--- src/assert_macros.svh ---
// assertion macros for the rtl files, included by bpcw_core
// expects aclk and aresetn in the scope where they are used
`ifndef ASSERT_MACROS_SVH
`define ASSERT_MACROS_SVH

// implication checked on every clock edge, off while in reset
`define ASSERT_CLK(label, prop, msg) \
    label: assert property (@(posedge aclk) disable iff (!aresetn) prop) \
    else $error(msg);

// plain condition that must hold on every clock edge outside reset
`define ASSERT_ALWAYS(label, cond, msg) \
    label: assert property (@(posedge aclk) disable iff (!aresetn) (cond)) \
    else $error(msg);

`endif

--- src/bpcw_pkg.sv ---
// shared types, constants and bit-step functions for the crc24 / whitening block
// no dependencies
package bpcw_pkg;

    localparam int CHAN_W     = 6;
    localparam int LFSR_W     = 7;
    localparam int CRC_W      = 24;
    localparam int BYTE_W     = 8;
    localparam int APB_ADDR_W = 3;
    localparam int APB_DATA_W = 32;

    localparam logic [CRC_W-1:0]  CRC_INIT   = 24'hAAAAAA;
    localparam logic [CRC_W-1:0]  CRC_TAPS   = 24'h5A6000;
    localparam logic [CHAN_W-1:0] CHAN_RESET = 6'd37;

    // crc bytes that follow the last pdu byte, counted down
    localparam logic [1:0] CRC_CNT_IDLE = 2'd0;
    localparam logic [1:0] CRC_CNT_LAST = 2'd1;
    localparam logic [1:0] CRC_CNT_MID  = 2'd2;
    localparam logic [1:0] CRC_CNT_LOW  = 2'd3;

    // register byte address index (paddr[2])
    localparam logic REG_CHANNEL = 1'b0;

    typedef struct packed {
        logic [BYTE_W-1:0] data;
        logic [LFSR_W-1:0] lfsr;
    } whiten_res_t;

    function automatic logic [LFSR_W-1:0] lfsr_seed(input logic [CHAN_W-1:0] chan);
        return {1'b1, chan};
    endfunction

    // eight crc bit steps, bit 7 first
    function automatic logic [CRC_W-1:0] crc_byte(input logic [CRC_W-1:0] crc_in,
                                                  input logic [BYTE_W-1:0] b);
        logic [CRC_W-1:0] c;
        logic             fb;
        c = crc_in;
        for (int k = BYTE_W - 1; k >= 0; k--) begin
            fb = c[0] ^ b[k];
            c  = {fb, c[CRC_W-1:1]} ^ (fb ? CRC_TAPS : '0);
        end
        return c;
    endfunction

    // eight whitening steps, bit 7 first
    function automatic whiten_res_t whiten_byte(input logic [LFSR_W-1:0] lfsr_in,
                                                input logic [BYTE_W-1:0] b);
        whiten_res_t r;
        logic        lsb;
        r.data = b;
        r.lfsr = lfsr_in;
        for (int k = BYTE_W - 1; k >= 0; k--) begin
            lsb       = r.lfsr[0];
            r.data[k] = r.data[k] ^ lsb;
            r.lfsr    = {lsb, r.lfsr[LFSR_W-1:1]};
            r.lfsr[2] = r.lfsr[2] ^ lsb;
        end
        return r;
    endfunction

    function automatic logic [BYTE_W-1:0] bit_rev8(input logic [BYTE_W-1:0] v);
        logic [BYTE_W-1:0] r;
        for (int k = 0; k < BYTE_W; k++) begin
            r[BYTE_W-1-k] = v[k];
        end
        return r;
    endfunction

endpackage

--- src/bpcw_cfg.sv ---
// apb register file: channel index that seeds the whitening lfsr
// depends on bpcw_pkg
module bpcw_cfg (
    input  logic                             aclk,
    input  logic                             aresetn,
    input  logic                             psel,
    input  logic                             penable,
    input  logic                             pwrite,
    input  logic [bpcw_pkg::APB_ADDR_W-1:0]  paddr,
    input  logic [bpcw_pkg::APB_DATA_W-1:0]  pwdata,
    output logic [bpcw_pkg::APB_DATA_W-1:0]  prdata,
    output logic                             pready,
    output logic [bpcw_pkg::CHAN_W-1:0]      channel_index
);
    import bpcw_pkg::*;

    logic [CHAN_W-1:0] chan_reg;
    logic [CHAN_W-1:0] chan_next;
    logic              wr_en;

    assign pready = 1'b1;
    assign wr_en  = psel && penable && pwrite && pready
                    && (paddr[APB_ADDR_W-1] == REG_CHANNEL);

    always_comb begin
        chan_next = chan_reg;
        if (wr_en) begin
            chan_next = pwdata[CHAN_W-1:0];
        end
    end

    always_ff @(posedge aclk) begin
        if (!aresetn) begin
            chan_reg <= CHAN_RESET;
        end else begin
            chan_reg <= chan_next;
        end
    end

    assign prdata = (paddr[APB_ADDR_W-1] == REG_CHANNEL)
                    ? {{(APB_DATA_W-CHAN_W){1'b0}}, chan_reg} : '0;
    assign channel_index = chan_reg;

endmodule

--- src/bpcw_core.sv ---
// input register, crc24 / whitening byte step and result register
// depends on bpcw_pkg and assert_macros.svh
module bpcw_core (
    input  logic                         aclk,
    input  logic                         aresetn,
    input  logic [bpcw_pkg::CHAN_W-1:0]  channel_index,
    input  logic                         s_tvalid,
    output logic                         s_tready,
    input  logic [bpcw_pkg::BYTE_W-1:0]  s_tdata,
    input  logic                         s_tuser,
    input  logic                         s_tlast,
    output logic                         m_tvalid,
    input  logic                         m_tready,
    output logic [bpcw_pkg::BYTE_W-1:0]  m_tdata,
    output logic                         m_tuser,
    output logic                         m_tlast
);
    import bpcw_pkg::*;
    `include "assert_macros.svh"

    // input register
    logic              in_valid_reg, in_valid_next;
    logic [BYTE_W-1:0] in_data_reg;
    logic              in_first_reg, in_last_reg;

    // running state
    logic [CRC_W-1:0]  crc_reg, crc_next;
    logic [LFSR_W-1:0] lfsr_reg, lfsr_next;
    logic [1:0]        cnt_reg, cnt_next;

    // result register
    logic              out_valid_reg, out_valid_next;
    logic [BYTE_W-1:0] out_data_reg, out_data_next;
    logic              out_crc_reg, out_crc_next;
    logic              out_eop_reg, out_eop_next;

    logic              accept, out_load, advance, emit_crc;
    logic [CRC_W-1:0]  crc_start;
    logic [LFSR_W-1:0] lfsr_start;
    logic [BYTE_W-1:0] crc_sel;
    whiten_res_t       wd, wc;

    assign out_load = !out_valid_reg || m_tready;
    assign advance  = in_valid_reg && (cnt_reg == CRC_CNT_IDLE) && out_load;
    assign emit_crc = (cnt_reg != CRC_CNT_IDLE) && out_load;
    assign s_tready = !in_valid_reg || advance;
    assign accept   = s_tvalid && s_tready;

    always_comb begin
        in_valid_next = in_valid_reg;
        if (accept) begin
            in_valid_next = 1'b1;
        end else if (advance) begin
            in_valid_next = 1'b0;
        end
    end

    always_ff @(posedge aclk) begin
        if (!aresetn) begin
            in_valid_reg <= 1'b0;
        end else begin
            in_valid_reg <= in_valid_next;
        end
    end

    always_ff @(posedge aclk) begin
        if (accept) begin
            in_data_reg  <= s_tdata;
            in_first_reg <= s_tuser;
            in_last_reg  <= s_tlast;
        end
    end

    // data byte path
    assign crc_start  = in_first_reg ? CRC_INIT : crc_reg;
    assign lfsr_start = in_first_reg ? lfsr_seed(channel_index) : lfsr_reg;
    assign wd         = whiten_byte(lfsr_start, in_data_reg);

    // crc byte path, low byte first
    always_comb begin
        unique case (cnt_reg)
            CRC_CNT_LOW:  crc_sel = crc_reg[7:0];
            CRC_CNT_MID:  crc_sel = crc_reg[15:8];
            CRC_CNT_LAST: crc_sel = crc_reg[23:16];
            default:      crc_sel = '0;
        endcase
    end
    assign wc = whiten_byte(lfsr_reg, bit_rev8(crc_sel));

    always_comb begin
        crc_next       = crc_reg;
        lfsr_next      = lfsr_reg;
        cnt_next       = cnt_reg;
        out_valid_next = out_valid_reg;
        out_data_next  = out_data_reg;
        out_crc_next   = out_crc_reg;
        out_eop_next   = out_eop_reg;
        if (out_load) begin
            out_valid_next = advance || emit_crc;
        end
        if (advance) begin
            crc_next      = crc_byte(crc_start, in_data_reg);
            lfsr_next     = wd.lfsr;
            cnt_next      = in_last_reg ? CRC_CNT_LOW : CRC_CNT_IDLE;
            out_data_next = wd.data;
            out_crc_next  = 1'b0;
            out_eop_next  = 1'b0;
        end else if (emit_crc) begin
            lfsr_next     = wc.lfsr;
            cnt_next      = cnt_reg - 2'd1;
            out_data_next = wc.data;
            out_crc_next  = 1'b1;
            out_eop_next  = (cnt_reg == CRC_CNT_LAST);
        end
    end

    always_ff @(posedge aclk) begin
        if (!aresetn) begin
            crc_reg       <= CRC_INIT;
            lfsr_reg      <= lfsr_seed(CHAN_RESET);
            cnt_reg       <= CRC_CNT_IDLE;
            out_valid_reg <= 1'b0;
        end else begin
            crc_reg       <= crc_next;
            lfsr_reg      <= lfsr_next;
            cnt_reg       <= cnt_next;
            out_valid_reg <= out_valid_next;
        end
    end

    always_ff @(posedge aclk) begin
        out_data_reg <= out_data_next;
        out_crc_reg  <= out_crc_next;
        out_eop_reg  <= out_eop_next;
    end

    assign m_tvalid = out_valid_reg;
    assign m_tdata  = out_data_reg;
    assign m_tuser  = out_crc_reg;
    assign m_tlast  = out_eop_reg;

    `ASSERT_CLK(a_crc_hold, (cnt_reg != CRC_CNT_IDLE) |=> $stable(crc_reg),
                "crc changed while its bytes were being sent")
    `ASSERT_CLK(a_no_take_in_crc, (cnt_reg != CRC_CNT_IDLE && in_valid_reg) |-> !s_tready,
                "input taken while crc bytes pending")
    `ASSERT_CLK(a_eop_on_last, (cnt_reg == CRC_CNT_LAST && out_load) |=> (m_tvalid && m_tlast),
                "third crc byte not marked end of packet")
    `ASSERT_ALWAYS(a_eop_is_crc, !(out_valid_reg && out_eop_reg) || out_crc_reg,
                   "end of packet on a non-crc byte")

endmodule

--- src/ble_pdu_crc24_whitener.sv ---
// top level: ble advertising pdu crc24 generator and data whitener
// depends on bpcw_pkg, bpcw_cfg and bpcw_core
//
// usage
//   s_ stream carries pdu bytes in stored bit order, bit 7 handled first;
//   s_tuser marks the first byte of a pdu (crc restarts at 0xaaaaaa and the
//   whitening lfsr is reseeded from the channel), s_tlast marks the last one
//   m_ stream returns one whitened byte per pdu byte; after the last byte three
//   whitened, bit-reversed crc bytes follow (low, middle, high) with m_tuser
//   high, and m_tlast high on the third of them
//   apb port holds the channel index (reset 37) at byte address 0; a write takes
//   effect at the next first-marked byte; the user must write it only while the
//   block idles, as the block itself does not enforce this
// data path
//   a request goes input register -> result register; one byte per cycle is
//   sustained while m_tready is high, except that after a last-marked byte the
//   three crc bytes are sent first and the input register holds its next byte
// reset and stall
//   synchronous active-low reset empties both registers, loads the crc with
//   0xaaaaaa and the lfsr with the reset channel; with m_tready low the result
//   holds and one more request is still taken into the input register
module ble_pdu_crc24_whitener (
    input  logic                             aclk,
    input  logic                             aresetn,
    // apb configuration port
    input  logic                             psel,
    input  logic                             penable,
    input  logic                             pwrite,
    input  logic [bpcw_pkg::APB_ADDR_W-1:0]  paddr,
    input  logic [bpcw_pkg::APB_DATA_W-1:0]  pwdata,
    output logic [bpcw_pkg::APB_DATA_W-1:0]  prdata,
    output logic                             pready,
    // pdu byte input
    input  logic                             s_tvalid,
    output logic                             s_tready,
    input  logic [7:0]                       s_tdata,   // [7:0] pdu_byte
    input  logic [0:0]                       s_tuser,   // [0] first_byte
    input  logic                             s_tlast,   // last_byte
    // whitened byte output
    output logic                             m_tvalid,
    input  logic                             m_tready,
    output logic [7:0]                       m_tdata,   // [7:0] out_byte
    output logic [0:0]                       m_tuser,   // [0] is_crc
    output logic                             m_tlast    // end_of_packet
);
    import bpcw_pkg::*;

    logic [CHAN_W-1:0] channel_index;

    bpcw_cfg u_cfg (
        .aclk          (aclk),
        .aresetn       (aresetn),
        .psel          (psel),
        .penable       (penable),
        .pwrite        (pwrite),
        .paddr         (paddr),
        .pwdata        (pwdata),
        .prdata        (prdata),
        .pready        (pready),
        .channel_index (channel_index)
    );

    bpcw_core u_core (
        .aclk          (aclk),
        .aresetn       (aresetn),
        .channel_index (channel_index),
        .s_tvalid      (s_tvalid),
        .s_tready      (s_tready),
        .s_tdata       (s_tdata),
        .s_tuser       (s_tuser[0]),
        .s_tlast       (s_tlast),
        .m_tvalid      (m_tvalid),
        .m_tready      (m_tready),
        .m_tdata       (m_tdata),
        .m_tuser       (m_tuser[0]),
        .m_tlast       (m_tlast)
    );

endmodule
--- config.mk ---
export PLATFORM = sky130hd
export DESIGN_NAME = ble_pdu_crc24_whitener
export DESIGN_NICKNAME = d
export VERILOG_FILES = /design/src/bpcw_pkg.sv /design/src/bpcw_cfg.sv /design/src/bpcw_core.sv /design/src/ble_pdu_crc24_whitener.sv
export VERILOG_INCLUDE_DIRS = /design/src /design/src/src
export SDC_FILE = /design/constraint.sdc
export NUM_CORES = 1
export LEC_CHECK = 0
export BUFFER_PORTS_ARGS = -buffer_cell sky130_fd_sc_hd__buf_2
export CAP_MARGIN = 20
export CELL_PAD_IN_SITES_DETAIL_PLACEMENT = 0
export CELL_PAD_IN_SITES_GLOBAL_PLACEMENT = 1
export CORE_UTILIZATION = 43
export DETAILED_ROUTE_END_ITERATION = 8
export PLACE_DENSITY_LB_ADDON = 0.1
export SLEW_MARGIN = 30
export SYNTH_ARGS = -nofsm -noshare
export SYNTH_HDL_FRONTEND = slang
export SYNTH_SLANG_ARGS = --single-unit
--- constraint.sdc ---
create_clock -name aclk -period 5.45 [get_ports aclk]
set_input_delay 0.2725 -clock aclk [delete_from_list [all_inputs] [get_ports aclk]]
set_output_delay 0.2725 -clock aclk [all_outputs]
set_load 0.01 [all_outputs]
# Word-level counts from Yosys, hierarchy flattened
# Index checks and enable logic that the tools add are counted.
[word_totals] ff_bits=61 input_bits=52 word_cells=102
[classes] addsub=1 n_eq_ne=3 mux=21 bitwise=49 n_reduce_logical=16
[op_table] cell="bitwise XOR 24 bit" count=8
[op_table] cell="two-way mux 23 bit" count=8
[op_table] cell="bitwise XOR 1 bit" count=40
[op_table] cell="two-way mux 24 bit" count=1
[op_table] cell="case mux 8 bit (3 select lines)" count=1
[op_table] cell="two-way mux 7 bit" count=3
[op_table] cell="two-way mux 8 bit" count=2
[op_table] cell="logical AND 1 bit" count=7
[op_table] cell="two-way mux 2 bit" count=3
[op_table] cell="two-way mux 6 bit" count=1
[op_table] cell="nonzero test 2 bit" count=3
[op_table] cell="== test 2 bit (second input constant)" count=2
[op_table] cell="logical OR 1 bit" count=3
[op_table] cell="== test 2 x 1 -> 1 bit (second input constant)" count=1
[op_table] cell="zero test 1 bit" count=2
[op_table] cell="zero test 2 bit" count=1
[op_table] cell="two-way mux 1 bit" count=2
[op_table] cell="subtractor 2 x 1 -> 2 bit (second input constant)" count=1
[op_table] cell="inverter 1 bit" count=1

# Longest topological paths before layout
[depth] ltp_word=25 mapped_depth=9 depth_no_buf=8

# Hierarchy
# Synthesis repeated with hierarchy kept, for this count alone.
[hier_totals] hier_cells=418 hier_area_um2=3804.9
[by_module_without_submodules] module="bpcw_core" n_inst=1 cells_each=356 area_each_um2=3276.9 seq_area_each_um2=1281.2
[by_module_without_submodules] module="bpcw_cfg" n_inst=1 cells_each=62 area_each_um2=528.0 seq_area_each_um2=120.1

# Least setup slack after synthesis
# OpenSTA, ideal clock, no wires.
[synth_timing] path_type="register to register" start="register u_core.cnt_reg[0]" end="register u_core.lfsr_reg[6]" arrival_time_ns=1.806 t_required_ns=5.321 slack_ns=3.515 stages_incl_launch_ff=10 path_buffers=1 synth_period_minus_slack_ns=1.935 cell_sequence="dfxtp_1 > inv_1 > ha_1 > inv_1 > o21ai_1 > inv_1 > clkbuf_1 > o21ai_0 > o22ai_1 > nand2_1"
[synth_via] elab_chain_cells=4 word_cells_on_any_way=7 classes_between="mux (1); reduce/logical (6)"
[synth_lines] item="start, declared" line_no="bpcw_core.sv:29" source="logic [1:0] cnt_reg, cnt_next;"
[synth_lines] item="start signal, assigned" line_no="bpcw_core.sv:126" source="cnt_reg <= cnt_next;"
[synth_lines] item="zero test 2 bit" line_no="bpcw_core.sv:44" source="assign advance = in_valid_reg && (cnt_reg == CRC_CNT_IDLE) && out_load;"
[synth_lines] item="logical AND 1 bit (2 in a row)" line_no="bpcw_core.sv:44"
[synth_lines] item="two-way mux 7 bit or nonzero test 2 bit (tied branches)"
[synth_lines] item="end signal, assigned" line_no="bpcw_core.sv:120" source="lfsr_reg <= lfsr_seed(CHAN_RESET);"
[synth_lines] item="end signal, assigned" line_no="bpcw_core.sv:125" source="lfsr_reg <= lfsr_next;"
[synth_lines] item="end, declared" line_no="bpcw_core.sv:28" source="logic [LFSR_W-1:0] lfsr_reg, lfsr_next;"
# Several ways; a longest one is shown, not always the timed one.
# A chain may end at the register's enable or synchronous reset.

# Worst setup path in the final report
[layout_timing] start="register u_core.cnt_reg[0]" end="register u_core.out_data_reg[7], in the netlist u_core.m_tdata[7], data pin"
[layout_via] elab_chain_cells=5 word_cells_on_any_way=10 classes_between="eq/ne (3); mux (3); bitwise (1); reduce/logical (3)"
[layout_lines] item="== test 2 x 1 -> 1 bit or == test 2 bit (tied branches)" line_no="bpcw_core.sv:81" source="unique case (cnt_reg)"
[layout_lines] item="case mux 8 bit (3 select lines)" line_no="bpcw_core.sv:81"
[layout_lines] item="bitwise XOR 1 bit" line_no="bpcw_pkg.sv:56" source="r.data[k] = r.data[k] ^ lsb;"
[layout_lines] item="two-way mux 8 bit" line_no="bpcw_core.sv:108" source="end else if (emit_crc) begin"
[layout_lines] item="two-way mux 8 bit (*)" line_no="bpcw_core.sv:101" source="if (advance) begin"
[layout_lines] item="via u_core.out_data_next[7]" line_no="bpcw_core.sv:33" source="logic [BYTE_W-1:0] out_data_reg, out_data_next;"
[layout_lines] item="end signal, assigned" line_no="bpcw_core.sv:132" source="out_data_reg <= out_data_next;"
[layout_lines] item="end, declared" line_no="bpcw_core.sv:33"
# Mark *: on every way through the listed nets, which the timed path passes. The rest lies on a longest branch. The select of a mux whose other input is x is not followed.

==> impl_metrics.yaml <==
setup_path:
  end_kind: "flop"
  cp.required_ns: 5.63
  path_max_fanout: 25
  worst-setup-path-type: "flop to flop"
  startpoint_type: "flop"
  critPathArrivalTime_ns: 2.50
sta:
  rsz0062_at_grt: "false"
  drv_slew: 0
  setup_tns_ns: 0
  tightestPinTransition_ns: 0.8419
  fmax_ghz: 0.4321
  relSlewSlack_pct: 43.81
  hold_viol: 0
  fin_crit_ns: 2.314
  setup_viol: 0
  skew_ns: 0.01356
  min_period_over_period_pct: 42.46
placed_design:
  gp_congestion: 0.8179
  portBuffers: 41
  dpl.hpwl_mm: 5.903
yosys:
  synth_edf_count: 18
  syn_area_per_cell_um2: 8.894
  ys_seq_area_share_pct: 37.97
  netlist_instances: 415
  ys_warn_count: 0
  synthArstFlopShare_pct: 0
  yosys_register_bits: 61
  ys.flop_type: "dfxtp_1"
  synth.distinct_cells: 45
  syn_area_um2: 3691
layout:
  multiInputGateArea_um2: 2017
  final_util_pct: 48.00
  n_antenna_cell: 0
  area_growth_pct: 7.390
  layout_common_cells: "54 x xnor2_1, 43 x nor2_1, 43 x dfxtp_1, 41 x buf_2, 37 x nand2_1"
  nFillCells: 816
  largest_reg_flops: 24
  final_common_cell: "xnor2_1"
  register_area_um2: 1401
  drive_gt1_share_pct: 14.32
  nNetsFinal: 492
clocking:
  cts_resized: 0
  hold_buffers: 0
  cts_buffers: 9
  tritoncts: "yes"
  cts_root_buffer: "clkbuf_8"
  clockBufferDepth: 2
  post_cts_buffers: 0
  h-tree-depth: 3
  clk_latency_ns: 0.35
  clk_pin_slew_ns: 0.08
  cts_sinks: 61
floorplanning:
  start_util_pct: 44.70
  die-area_um2: 8959
  fp-row-count: 33
  io_pins: 97
  core-area_um2: 8258
  fp.dieH_um: 94.65
  die_w_um: 94.65
route:
  drt-total-wl_mm: 8.614
  initialDrtViolationCount: 235
  dr_wl_met3_um: 448
  top_layer: "met4"
  detail-route-antenna-nets: 0
  drc: 0
  vias: 2793
  wire_per_inst_um: 15.81
  vias_per_cell: 5.125
  drt-met1-wl_mm: 4.201
  drt-pass1-iter-count: 5
  met2_length_mm: 3.868
global_routing:
  grt_max_degree: 36
  grt_pass1_vias: 2519
  grtUsageTotal_pct: 20.90
  grt_remaining_overflow: 0
  grt_pass1_wl_mm: 13.78
  grt_antenna_before_repair: 0
power:
  pwr_density_cell_nw_per_um2: 477.2
  total_power_mw: 1.892
  vdd_ir_drop_max_mv: 0.2748
  leakagePower_nw: 1.599
flow_run:
  max_cap_viol_count: 0
outcome:
  status: "completed"
worst_hold_path:
  hold_path_class: "primary input to flop"
[final timing paths]
path / start / slack, ns / cells past startpoint / end
min reg2reg: u_core.m_tuser / 0.46 / 2 / u_core.m_tuser
max reg2reg: u_core.cnt_reg[0] / 3.14 / 6 / u_core.m_tdata[7]
max: u_core.cnt_reg[0] / 3.14 / 6 / u_core.m_tdata[7]
min: s_tlast / 0.10 / 1 / u_core.in_last_reg
[cell type report]
cell class / instances / area share, %
Multi-Input combinational cell: 314 / 50.88
Sequential cell: 61 / 35.35
Timing Repair Buffer: 44 / 5.745
Clock buffer: 11 / 3.567
Tap cell: 105 / 3.314
Clock inverter: 5 / 0.6629
Inverter: 5 / 0.4735
[layer usage]
metal	vias up	track usage [%]
met2	101	31.41
met4	0	7.955
met5	-	0
li1	1386	-
met1	1298	30.12
met3	8	2.979
[cells by family after synthesis]
family | Yosys count | synth area share, %
other | 2 | 0.2035
XOR/XNOR | 83 | 20.31
flip-flops | 61 | 37.97
AO/OA/AOI/OAI | 75 | 13.46
buffers and inverters | 65 | 9.932
AND/OR/NAND/NOR | 114 | 13.70
multiplexers | 10 | 2.746
adder cells (fa/ha/maj) | 5 | 1.695
[power by group]
part	leakage [nW]	total (mW)	internal [mW]	switching (mW)
clock	0.0865	0.355	0.173	0.182
combinational	0.986	0.845	0.353	0.492
sequential	0.526	0.692	0.603	0.0883
[metrics by stage]
| step | area [um^2] | setup WS [ns] | std cells | hold WS [ns] |
|---|---|---|---|---|
| 3_5_place_dp | 3796 | 3.128 | 529 | 0.4506 |
| 4_1_cts | 3964 | 3.105 | 545 | 0.08815 |
| 6_report | 3964 | 3.136 | 545 | 0.1005 |
| 2_1_floorplan | 3785 | 3.515 | 440 | 0.3714 |
| 5_1_grt | 3964 | 2.895 | 545 | 0.09292 |
| 3_3_place_gp | 3796 | 3.157 | 529 | 0.4442 |
[worst max-delay path: stages (launching register included)]
cell     delay [ns]
dfxtp_1        0.35
inv_1          0.13
ha_1           0.20
nand3_1        0.57
buf_4          0.47
a22o_1         0.22
a21oi_1        0.20
[cell usage after synthesis, types with 8 or more instances]
| library cell | n | area [um^2] |
|---|---|---|
| a21oi_1 | 22 | 110.1 |
| a222oi_1 | 8 | 80.08 |
| buf_4 | 28 | 210.2 |
| clkbuf_1 | 22 | 82.58 |
| dfxtp_1 | 43 | 860.8 |
| edfxtp_1 | 18 | 540.5 |
| mux2i_1 | 9 | 90.09 |
| nand2_1 | 37 | 138.9 |
| nor2_1 | 43 | 161.4 |
| nor2b_1 | 9 | 56.30 |
| o211ai_1 | 8 | 60.06 |
| o21ai_0 | 16 | 80.08 |
| xnor2_1 | 54 | 473.0 |
| xor2_1 | 26 | 227.7 |
No activity file was read; power rests on OpenSTA's default activity.
